$ cat src/rtl/core/spq_pkg.sv
`timescale 1ns / 1ps
`default_nettype none

package spq_pkg;

    // Field widths of the item formats.
    localparam int ELEM_W      = 32;
    localparam int PRIO_W      = 16;
    localparam int COUNT_OUT_W = 5;

    // Default number of entries.
    localparam int DEF_CAPACITY = 16;

    typedef enum logic [2:0] {
        OP_INSERT      = 3'd0,
        OP_REMOVE_HEAD = 3'd1,
        OP_REMOVE_ELEM = 3'd2,
        OP_CHANGE_PRIO = 3'd3,
        OP_CONTAINS    = 3'd4,
        OP_CLEAR       = 3'd5,
        OP_GET_FIRST   = 3'd6,
        OP_GET_NEXT    = 3'd7
    } opcode_t;

    typedef enum logic [1:0] {
        STAT_OK      = 2'd0,
        STAT_FULL    = 2'd1,
        STAT_MISSING = 2'd2
    } status_t;

    typedef struct packed {
        opcode_t             opcode;
        logic [ELEM_W-1:0]   element;
        logic [PRIO_W-1:0]   priority_req;
        logic [PRIO_W-1:0]   priority_repl;
    } spq_in_t;

    typedef struct packed {
        status_t                status;
        logic [ELEM_W-1:0]      element_out;
        logic                   element_valid;
        logic                   found;
        logic [COUNT_OUT_W-1:0] entry_count;
    } spq_out_t;

    // Controller states.
    typedef enum logic [1:0] {
        S_IDLE  = 2'd0,
        S_EXEC  = 2'd1,
        S_REINS = 2'd2
    } ctrl_state_t;

    // Commands from the controller to the datapath.
    typedef struct packed {
        logic accept;    // capture the incoming item
        logic exec;      // carry out the captured command
        logic reinsert;  // second half of a priority change
    } spq_cmd_t;

    // Status from the datapath to the controller.
    typedef struct packed {
        logic need_reinsert;
    } spq_stat_t;

endpackage

`default_nettype wire

$ cat src/rtl/core/spq_ctrl.sv
`timescale 1ns / 1ps
`default_nettype none

module spq_ctrl (
    input  wire logic              aclk,
    input  wire logic              aresetn,
    input  wire logic              s_valid,
    output logic                   s_ready,
    output logic                   m_valid,
    input  wire logic              m_ready,
    output spq_pkg::spq_cmd_t      cmd,
    input  wire spq_pkg::spq_stat_t stat
);
    import spq_pkg::*;

    ctrl_state_t state_reg, state_next;
    logic        m_valid_reg, m_valid_next;
    logic        out_free;

    assign out_free = !m_valid_reg || m_ready;
    assign m_valid  = m_valid_reg;

    always_ff @(posedge aclk) begin
        if (!aresetn) begin
            state_reg   <= S_IDLE;
            m_valid_reg <= 1'b0;
        end else begin
            state_reg   <= state_next;
            m_valid_reg <= m_valid_next;
        end
    end

    always_comb begin
        state_next   = state_reg;
        m_valid_next = m_valid_reg && !m_ready;
        s_ready      = 1'b0;
        cmd          = '0;
        case (state_reg)
            S_IDLE: begin
                s_ready    = 1'b1;
                cmd.accept = s_valid;
                if (s_valid) begin
                    state_next = S_EXEC;
                end
            end
            S_EXEC: begin
                if (out_free) begin
                    cmd.exec = 1'b1;
                    if (stat.need_reinsert) begin
                        state_next = S_REINS;
                    end else begin
                        m_valid_next = 1'b1;
                        state_next   = S_IDLE;
                    end
                end
            end
            S_REINS: begin
                if (out_free) begin
                    cmd.reinsert = 1'b1;
                    m_valid_next = 1'b1;
                    state_next   = S_IDLE;
                end
            end
            default: begin
                state_next = S_IDLE;
            end
        endcase
    end

    // Only one datapath command is issued in any cycle.
    a_one_cmd: assert property (@(posedge aclk) disable iff (!aresetn)
        $onehot0({cmd.accept, cmd.exec, cmd.reinsert}))
        else $error("more than one datapath command at once");

    // The reinsert step only ever follows the execute step.
    a_reins_order: assert property (@(posedge aclk) disable iff (!aresetn)
        $rose(state_reg == S_REINS) |-> $past(state_reg) == S_EXEC)
        else $error("reinsert step entered from the wrong state");

    // Every finishing step leaves a result on the output or goes on to reinsert.
    a_result_loaded: assert property (@(posedge aclk) disable iff (!aresetn)
        (cmd.exec || cmd.reinsert) |=> (m_valid_reg || state_reg == S_REINS))
        else $error("finished command left no result");

endmodule

`default_nettype wire

$ cat src/rtl/core/spq_datapath.sv
`timescale 1ns / 1ps
`default_nettype none

module spq_datapath #(
    parameter int CAPACITY = spq_pkg::DEF_CAPACITY
) (
    input  wire logic               aclk,
    input  wire logic               aresetn,
    input  wire spq_pkg::spq_in_t   in_item,
    input  wire spq_pkg::spq_cmd_t  cmd,
    output spq_pkg::spq_stat_t      stat,
    output spq_pkg::spq_out_t       out_item
);
    import spq_pkg::*;

    localparam int IDX_W = $clog2(CAPACITY);
    localparam int CNT_W = $clog2(CAPACITY + 1);

    // Captured command and the sorted cell array (head in cell 0).
    spq_in_t            cmd_reg;
    logic [ELEM_W-1:0]  elem_reg  [CAPACITY];
    logic [PRIO_W-1:0]  prio_reg  [CAPACITY];
    logic [ELEM_W-1:0]  elem_next [CAPACITY];
    logic [PRIO_W-1:0]  prio_next [CAPACITY];
    logic [ELEM_W-1:0]  elem_from_prev [CAPACITY];
    logic [PRIO_W-1:0]  prio_from_prev [CAPACITY];
    logic [ELEM_W-1:0]  elem_from_succ [CAPACITY];
    logic [PRIO_W-1:0]  prio_from_succ [CAPACITY];

    logic [CNT_W-1:0]   count_reg, count_next;
    logic [IDX_W-1:0]   cursor_reg, cursor_next;
    logic               cursor_valid_reg, cursor_valid_next;
    spq_out_t           res_reg, res_next;

    logic [CAPACITY-1:0] occupied;
    logic [CAPACITY-1:0] match_elem;
    logic [CAPACITY-1:0] match_both;
    logic [CAPACITY-1:0] ge;
    logic [CAPACITY-1:0] ge_prev;
    logic [CAPACITY-1:0] drop_vec;
    logic [PRIO_W-1:0]   ins_prio;
    logic                any_elem, any_both, full, not_empty;
    logic                do_insert, do_drop, do_clear, load_res;
    logic [IDX_W-1:0]    cursor_inc;
    logic                next_ok;

    // Marks every position at or after the first set bit, in log2 steps.
    function automatic logic [CAPACITY-1:0] prefix_or(input logic [CAPACITY-1:0] v);
        logic [CAPACITY-1:0] p;
        p = v;
        for (int s = 1; s < CAPACITY; s = s * 2) begin
            p = p | (p << s);
        end
        return p;
    endfunction

    assign ins_prio  = cmd.reinsert ? cmd_reg.priority_repl : cmd_reg.priority_req;
    assign full      = (count_reg == CNT_W'(CAPACITY));
    assign not_empty = (count_reg != '0);
    assign any_elem  = |match_elem;
    assign any_both  = |match_both;
    assign ge_prev   = {ge[CAPACITY-2:0], 1'b1};

    assign stat.need_reinsert = (cmd_reg.opcode == OP_CHANGE_PRIO) && any_both;

    // Per-cell compares and neighbor taps.
    for (genvar i = 0; i < CAPACITY; i++) begin : g_cell
        assign occupied[i]   = CNT_W'(i) < count_reg;
        assign match_elem[i] = occupied[i] && (elem_reg[i] == cmd_reg.element);
        assign match_both[i] = match_elem[i] && (prio_reg[i] == cmd_reg.priority_req);
        assign ge[i]         = occupied[i] && (prio_reg[i] >= ins_prio);

        if (i == 0) begin : g_first
            assign elem_from_prev[i] = cmd_reg.element;
            assign prio_from_prev[i] = ins_prio;
        end else begin : g_inner
            assign elem_from_prev[i] = elem_reg[i-1];
            assign prio_from_prev[i] = prio_reg[i-1];
        end

        if (i == CAPACITY - 1) begin : g_last
            assign elem_from_succ[i] = elem_reg[i];
            assign prio_from_succ[i] = prio_reg[i];
        end else begin : g_body
            assign elem_from_succ[i] = elem_reg[i+1];
            assign prio_from_succ[i] = prio_reg[i+1];
        end

        // A cell below the insert point takes the new entry or its upper
        // neighbor; a cell at or after the first dropped slot takes its
        // lower neighbor.
        always_comb begin
            elem_next[i] = elem_reg[i];
            prio_next[i] = prio_reg[i];
            if (do_insert) begin
                if (!ge[i]) begin
                    if (ge_prev[i]) begin
                        elem_next[i] = cmd_reg.element;
                        prio_next[i] = ins_prio;
                    end else begin
                        elem_next[i] = elem_from_prev[i];
                        prio_next[i] = prio_from_prev[i];
                    end
                end
            end else if (do_drop && drop_vec[i]) begin
                elem_next[i] = elem_from_succ[i];
                prio_next[i] = prio_from_succ[i];
            end
        end

        always_ff @(posedge aclk) begin
            elem_reg[i] <= elem_next[i];
            prio_reg[i] <= prio_next[i];
        end
    end

    assign cursor_inc = cursor_reg + IDX_W'(1);
    assign next_ok    = cursor_valid_reg && ((CNT_W'(cursor_reg) + CNT_W'(1)) < count_reg);

    always_comb begin
        do_insert         = 1'b0;
        do_drop           = 1'b0;
        do_clear          = 1'b0;
        drop_vec          = '0;
        load_res          = 1'b0;
        cursor_next       = cursor_reg;
        cursor_valid_next = cursor_valid_reg;
        res_next          = res_reg;
        res_next.status        = STAT_OK;
        res_next.element_out   = '0;
        res_next.element_valid = 1'b0;
        res_next.found         = 1'b0;

        if (cmd.reinsert) begin
            do_insert = 1'b1;
            load_res  = 1'b1;
        end else if (cmd.exec) begin
            load_res = 1'b1;
            case (cmd_reg.opcode)
                OP_INSERT: begin
                    do_insert         = !full;
                    cursor_valid_next = 1'b0;
                    if (full) begin
                        res_next.status = STAT_FULL;
                    end
                end
                OP_REMOVE_HEAD: begin
                    drop_vec          = '1;
                    do_drop           = not_empty;
                    cursor_valid_next = 1'b0;
                end
                OP_REMOVE_ELEM: begin
                    drop_vec = prefix_or(match_elem);
                    do_drop  = any_elem;
                    if (any_elem) begin
                        cursor_valid_next = 1'b0;
                    end else begin
                        res_next.status = STAT_MISSING;
                    end
                end
                OP_CHANGE_PRIO: begin
                    drop_vec = prefix_or(match_both);
                    do_drop  = any_both;
                    if (any_both) begin
                        cursor_valid_next = 1'b0;
                        load_res          = 1'b0;
                    end else begin
                        res_next.status = STAT_MISSING;
                    end
                end
                OP_CONTAINS: begin
                    res_next.found = any_elem;
                end
                OP_CLEAR: begin
                    do_clear          = 1'b1;
                    cursor_valid_next = 1'b0;
                end
                OP_GET_FIRST: begin
                    if (not_empty) begin
                        cursor_next            = '0;
                        cursor_valid_next      = 1'b1;
                        res_next.element_out   = elem_reg[0];
                        res_next.element_valid = 1'b1;
                    end
                end
                OP_GET_NEXT: begin
                    if (next_ok) begin
                        cursor_next            = cursor_inc;
                        res_next.element_out   = elem_reg[cursor_inc];
                        res_next.element_valid = 1'b1;
                    end
                end
                default: begin
                    load_res = 1'b0;
                end
            endcase
        end

        if (do_clear) begin
            count_next = '0;
        end else if (do_insert) begin
            count_next = count_reg + CNT_W'(1);
        end else if (do_drop) begin
            count_next = count_reg - CNT_W'(1);
        end else begin
            count_next = count_reg;
        end
        res_next.entry_count = COUNT_OUT_W'(count_next);

        if (!load_res) begin
            res_next = res_reg;
        end
    end

    always_ff @(posedge aclk) begin
        if (cmd.accept) begin
            cmd_reg <= in_item;
        end
        res_reg <= res_next;
    end

    always_ff @(posedge aclk) begin
        if (!aresetn) begin
            count_reg        <= '0;
            cursor_reg       <= '0;
            cursor_valid_reg <= 1'b0;
        end else begin
            count_reg        <= count_next;
            cursor_reg       <= cursor_next;
            cursor_valid_reg <= cursor_valid_next;
        end
    end

    assign out_item = res_reg;

    a_count_bound: assert property (@(posedge aclk) disable iff (!aresetn)
        count_reg <= CNT_W'(CAPACITY))
        else $error("entry count beyond capacity");

    a_cursor_in_range: assert property (@(posedge aclk) disable iff (!aresetn)
        cursor_valid_reg |-> (CNT_W'(cursor_reg) < count_reg))
        else $error("valid cursor points past the last entry");

    a_reinsert_room: assert property (@(posedge aclk) disable iff (!aresetn)
        cmd.reinsert |-> !full)
        else $error("reinsert into a full array");

endmodule

`default_nettype wire

$ cat src/rtl/core/sorted_priority_queue_unit.sv
// An accepted item is held in the command register; the execute step then registers
// its result, or for a priority change that finds its entry, the reinsert step does.
// An output stall holds either step. The controller runs one command at a time through
// the cell array update and takes a new item only once the last result is loaded.
// Reset: aresetn is synchronous, active low; it empties the queue, drops the cursor
// and clears the output valid. Stored entries are not cleared and need no sweep.
`timescale 1ns / 1ps
`default_nettype none

module sorted_priority_queue_unit #(
    parameter int CAPACITY = spq_pkg::DEF_CAPACITY
) (
    input  wire logic             aclk,
    input  wire logic             aresetn,
    input  wire logic             s_valid,
    output logic                  s_ready,
    input  wire spq_pkg::spq_in_t s_item,
    output logic                  m_valid,
    input  wire logic             m_ready,
    output spq_pkg::spq_out_t     m_item
);
    import spq_pkg::*;

    // The controller sequences each item through capture, execute and, for a
    // priority change that hits, a reinsert step. The result register in the
    // datapath decouples the two channels, so a new item is taken while an
    // earlier result still waits for m_ready.
    spq_cmd_t  cmd;
    spq_stat_t stat;

    spq_ctrl u_ctrl (
        .aclk    (aclk),
        .aresetn (aresetn),
        .s_valid (s_valid),
        .s_ready (s_ready),
        .m_valid (m_valid),
        .m_ready (m_ready),
        .cmd     (cmd),
        .stat    (stat)
    );

    // The datapath holds the entries as a row of cells kept in priority order.
    // Every cell compares itself against the command at once; inserts shift
    // the cells below the insert point down by one, and removals shift the
    // cells from the first match onward up by one.
    spq_datapath #(
        .CAPACITY (CAPACITY)
    ) u_datapath (
        .aclk     (aclk),
        .aresetn  (aresetn),
        .in_item  (s_item),
        .cmd      (cmd),
        .stat     (stat),
        .out_item (m_item)
    );

endmodule

`default_nettype wire
$ cat config.mk
export PLATFORM = sky130hd
export DESIGN_NAME = sorted_priority_queue_unit
export DESIGN_NICKNAME = d
export VERILOG_FILES = /design/src/rtl/core/spq_pkg.sv /design/src/rtl/core/spq_ctrl.sv /design/src/rtl/core/spq_datapath.sv /design/src/rtl/core/sorted_priority_queue_unit.sv
export SDC_FILE = /design/constraint.sdc
export NUM_CORES = 2
export LEC_CHECK = 0
export BUFFER_PORTS_ARGS = -buffer_cell sky130_fd_sc_hd__buf_2
export CAP_MARGIN = 20
export CORE_MARGIN = 2
export CORE_UTILIZATION = 59
export CTS_CLUSTER_DIAMETER = 80
export DETAILED_ROUTE_END_ITERATION = 12
export GPL_ROUTABILITY_DRIVEN = 1
export PLACE_DENSITY_LB_ADDON = 0.1
export SLEW_MARGIN = 5
export SYNTH_ARGS = -nofsm -noshare
export SYNTH_HDL_FRONTEND = slang
export SYNTH_SLANG_ARGS = --single-unit
$ cat constraint.sdc
create_clock -name aclk -period 7.05 [get_ports aclk]
set_input_delay 1.41 -clock aclk [delete_from_list [all_inputs] [get_ports aclk]]
set_output_delay 1.41 -clock aclk [all_outputs]
set_load 0.01 [all_outputs]
==> run metrics <==
outcome=finished clean; RSZ-0062 raised after global routing=no; Rel. slew slack=21.78%; DIE HEIGHT=334.8 um; startpoint types=register; die area=0.1121 sq mm; CTS max path bufs=3; sw frac=26.87%; global-route wire length before repair=339.4 mm; root buf cell=clkbuf_16; largest net degree at the start of global routing=234; Clock transition at path regs=60 ps; initial DRC count=8,231; Setup Skew=34.18 ps; First-pass DRT Iterations=6; Yosys top cell by area=edfxtp_1; hold crit path type=register to register; fillers=8,777; Netlist Area Pre-Place=0.06454 sq mm; routed len/inst=30.15 um; worst-path cell chain=buf_4 > xor2_1 > nor4_1 > nand2_1 > or4_1 > o2111ai_1 > and4b_1 > a41oi_2 > o31ai_4 > o21ai_4 > buf_4; most used cell, CP=buf_4; Synth Warn #=0; critical path data required time=7440 ps; fmax=168.2 MHz; count of state elements after synthesis=889; area of the multi-input gates=0.03581 sq mm; flop-to-flop setup slack=1100 ps; Reg area=0.02657 sq mm; CP bufs+invs=2; post-CTS sizing=0; CTS tree=yes; peak supply drop=0.2196 mV; final period utilization=84.33%; worst-margin pin slew=1169 ps; logic gate share of total power=10.4%; kind of critical path=register to register; Ports=114; via/cell ratio=6.882; Final #Nets=6,625; CP Data Arrival Time=6330 ps; number of distinct library cells after synthesis=78; syn nets=6,740; CTS Buf Count=106; Port Buffers=113; CP max stage cell=o21ai_4; hold_ws=525.9 ps; prevailing post-synth register cell=edfxtp_1; Clock Power Share=42.5%; syn_area_per_cell=10.08 sq um; worst-skew pair later-pin latency=730 ps; synth cell count leaders=edfxtp_1 (876), nand2_1 (755), o21ai_0 (563); Int Pwr=9.432 mW; Post-synth EDFFs=876; Starting Density=59.38%; Post-CTS Setup Bufs=0; Sequential Power Share=47.1%; Worst setup EP type=register; Synth async-reset ratio=0%; via count=53,610; DRC viols=0; register area share after synthesis=41.16%; Static Leak=28.38 nW; top-count cell post-synth=edfxtp_1; sw power=3.466 mW; max-cap viol count=0; CP max stage delay=960 ps; CP top delay family=compound AO/OA/AOI/OAI gates; max FFs per register=512; cts hold-fix bufs=0; min cycle time layout=5945 ps; DP Wirelength=172.3 mm; CORE AREA=0.1087 sq mm; setup_tns=0 ps; top area cells in the synthesized netlist=edfxtp_1 (41%), mux2i_1 (7.5%), mux4_2 (5.6%); Final Hold Vio Count=0; gr ovfl total=0; pins over their slew limit=0; GPL Wtd Cong=1.031; Total GRT Usage=41.06%; layout cell share with drive strength beyond 1=12.14%; H-tree depth=3; crit path max fanout=35; Syn Inst Count=6,401; share of Yosys cell area claimed by the top area cell type=40.76%; Final setup viols=0; initial antenna violation count=9; post-route ant nets=0; Die W=334.8 um; PD cells=183.7 mW/mm^2; Area Growth Syn to Fin=8.803%; number of global-route vias before repair=49,740; DRT Wirelength=234.9 mm; Finished Core Util=64.60%; clk sink count=889; placement row count=121
## path summary, 6_finish.rpt
kind | start | endpoint | cells after the start
min reg2reg | u_ctrl.state_reg[0]$_SDFFE_PN0P_ | u_ctrl.state_reg[0]$_SDFFE_PN0P_ | 2
max reg2reg | u_datapath.cmd_reg[49]$_DFFE_PP_ | u_datapath.prio_reg[9][1]$_DFFE_PP_ | 11
min | u_ctrl.state_reg[0]$_SDFFE_PN0P_ | u_ctrl.state_reg[0]$_SDFFE_PN0P_ | 2
max | u_datapath.cmd_reg[49]$_DFFE_PP_ | u_datapath.prio_reg[9][1]$_DFFE_PP_ | 11
## metrics by stage
stage	setup slack, ps	total power [mW]	area [sq um]	cells
after floorplan	58.02	6.950	64580	6401
after global placement	721.0	7.435	66850	7589
after detailed placement	605.9	7.468	66850	7590
after CTS	1170	12.85	70180	7786
after global routing	1148	13.18	70220	7788
final	1105	12.90	70220	7790
## area by class of cell
type	instances	share of cell area, %
antenna	2	0.007127
sequential	889	37.83
multi-input combinational	4898	50.99
clock inverter	65	0.7305
clock buffer	131	4.014
timing repair buffer	336	3.606
inverter	55	0.2940
tap	1414	2.519
## logic make-up after synthesis
group | Yosys count | synth area share [%]
buffers and inverters | 614 | 4.150
DFF | 889 | 41.16
AOI/OAI and AO/OA | 1184 | 10.92
xor gates and xnor gates | 770 | 10.45
adders and majority gates | 268 | 5.195
and+or+nand+nor | 1968 | 13.91
muxes | 708 | 14.21
## power by group through the flow
stage	Combinational [mW]	Clock, mW	Sequential (mW)
final	1.35	5.48	6.07
after global routing	1.43	5.68	6.07
after CTS	1.30	5.49	6.06
after detailed placement	1.30	0	6.17
after global placement	1.27	0	6.17
after floorplan	0.886	0	6.06
## routing by layer
layer / part of all wire [%] / up-vias / track usage, %
met5: 0.022 / - / 0
li1: - / 23410 / -
met1: 41 / 25880 / 60.43
met3: 14 / 525 / 12.50
met4: 5.2 / 8 / 18.57
met2: 40 / 3795 / 55.14
## tightest hold or removal path: stages, from the launching register on
cell	delay, ps
dfxtp_1	310
inv_1	90
a21oi_1	70
## cell usage in the layout (no fill, tap or decap), types with 6 or more instances in the layout
cell type	instances
dfxtp_1	12
a31oi_1	6
inv_1	51
clkinv_1	35
mux2i_1	483
edfxtp_1	876
clkbuf_1	20
clkbuf_16	108
or3_1	16
nand4_1	138
a21o_1	130
xnor2_1	365
mux2_2	64
buf_4	198
nor3_1	420
o211ai_1	50
o21ai_0	553
ha_1	267
a211oi_1	134
nand3_1	79
a21oi_1	194
mux4_2	160
or4_1	9
xor2_1	403
a22oi_1	32
nor4_1	123
nor2_1	357
buf_12	22
a21oi_4	14
nor2b_1	10
buf_2	114
o21ai_4	13
clkinv_2	14
nand2_1	754
nand2b_1	19
bufinv_16	7
No activity file was read; power rests on OpenSTA's default activity.
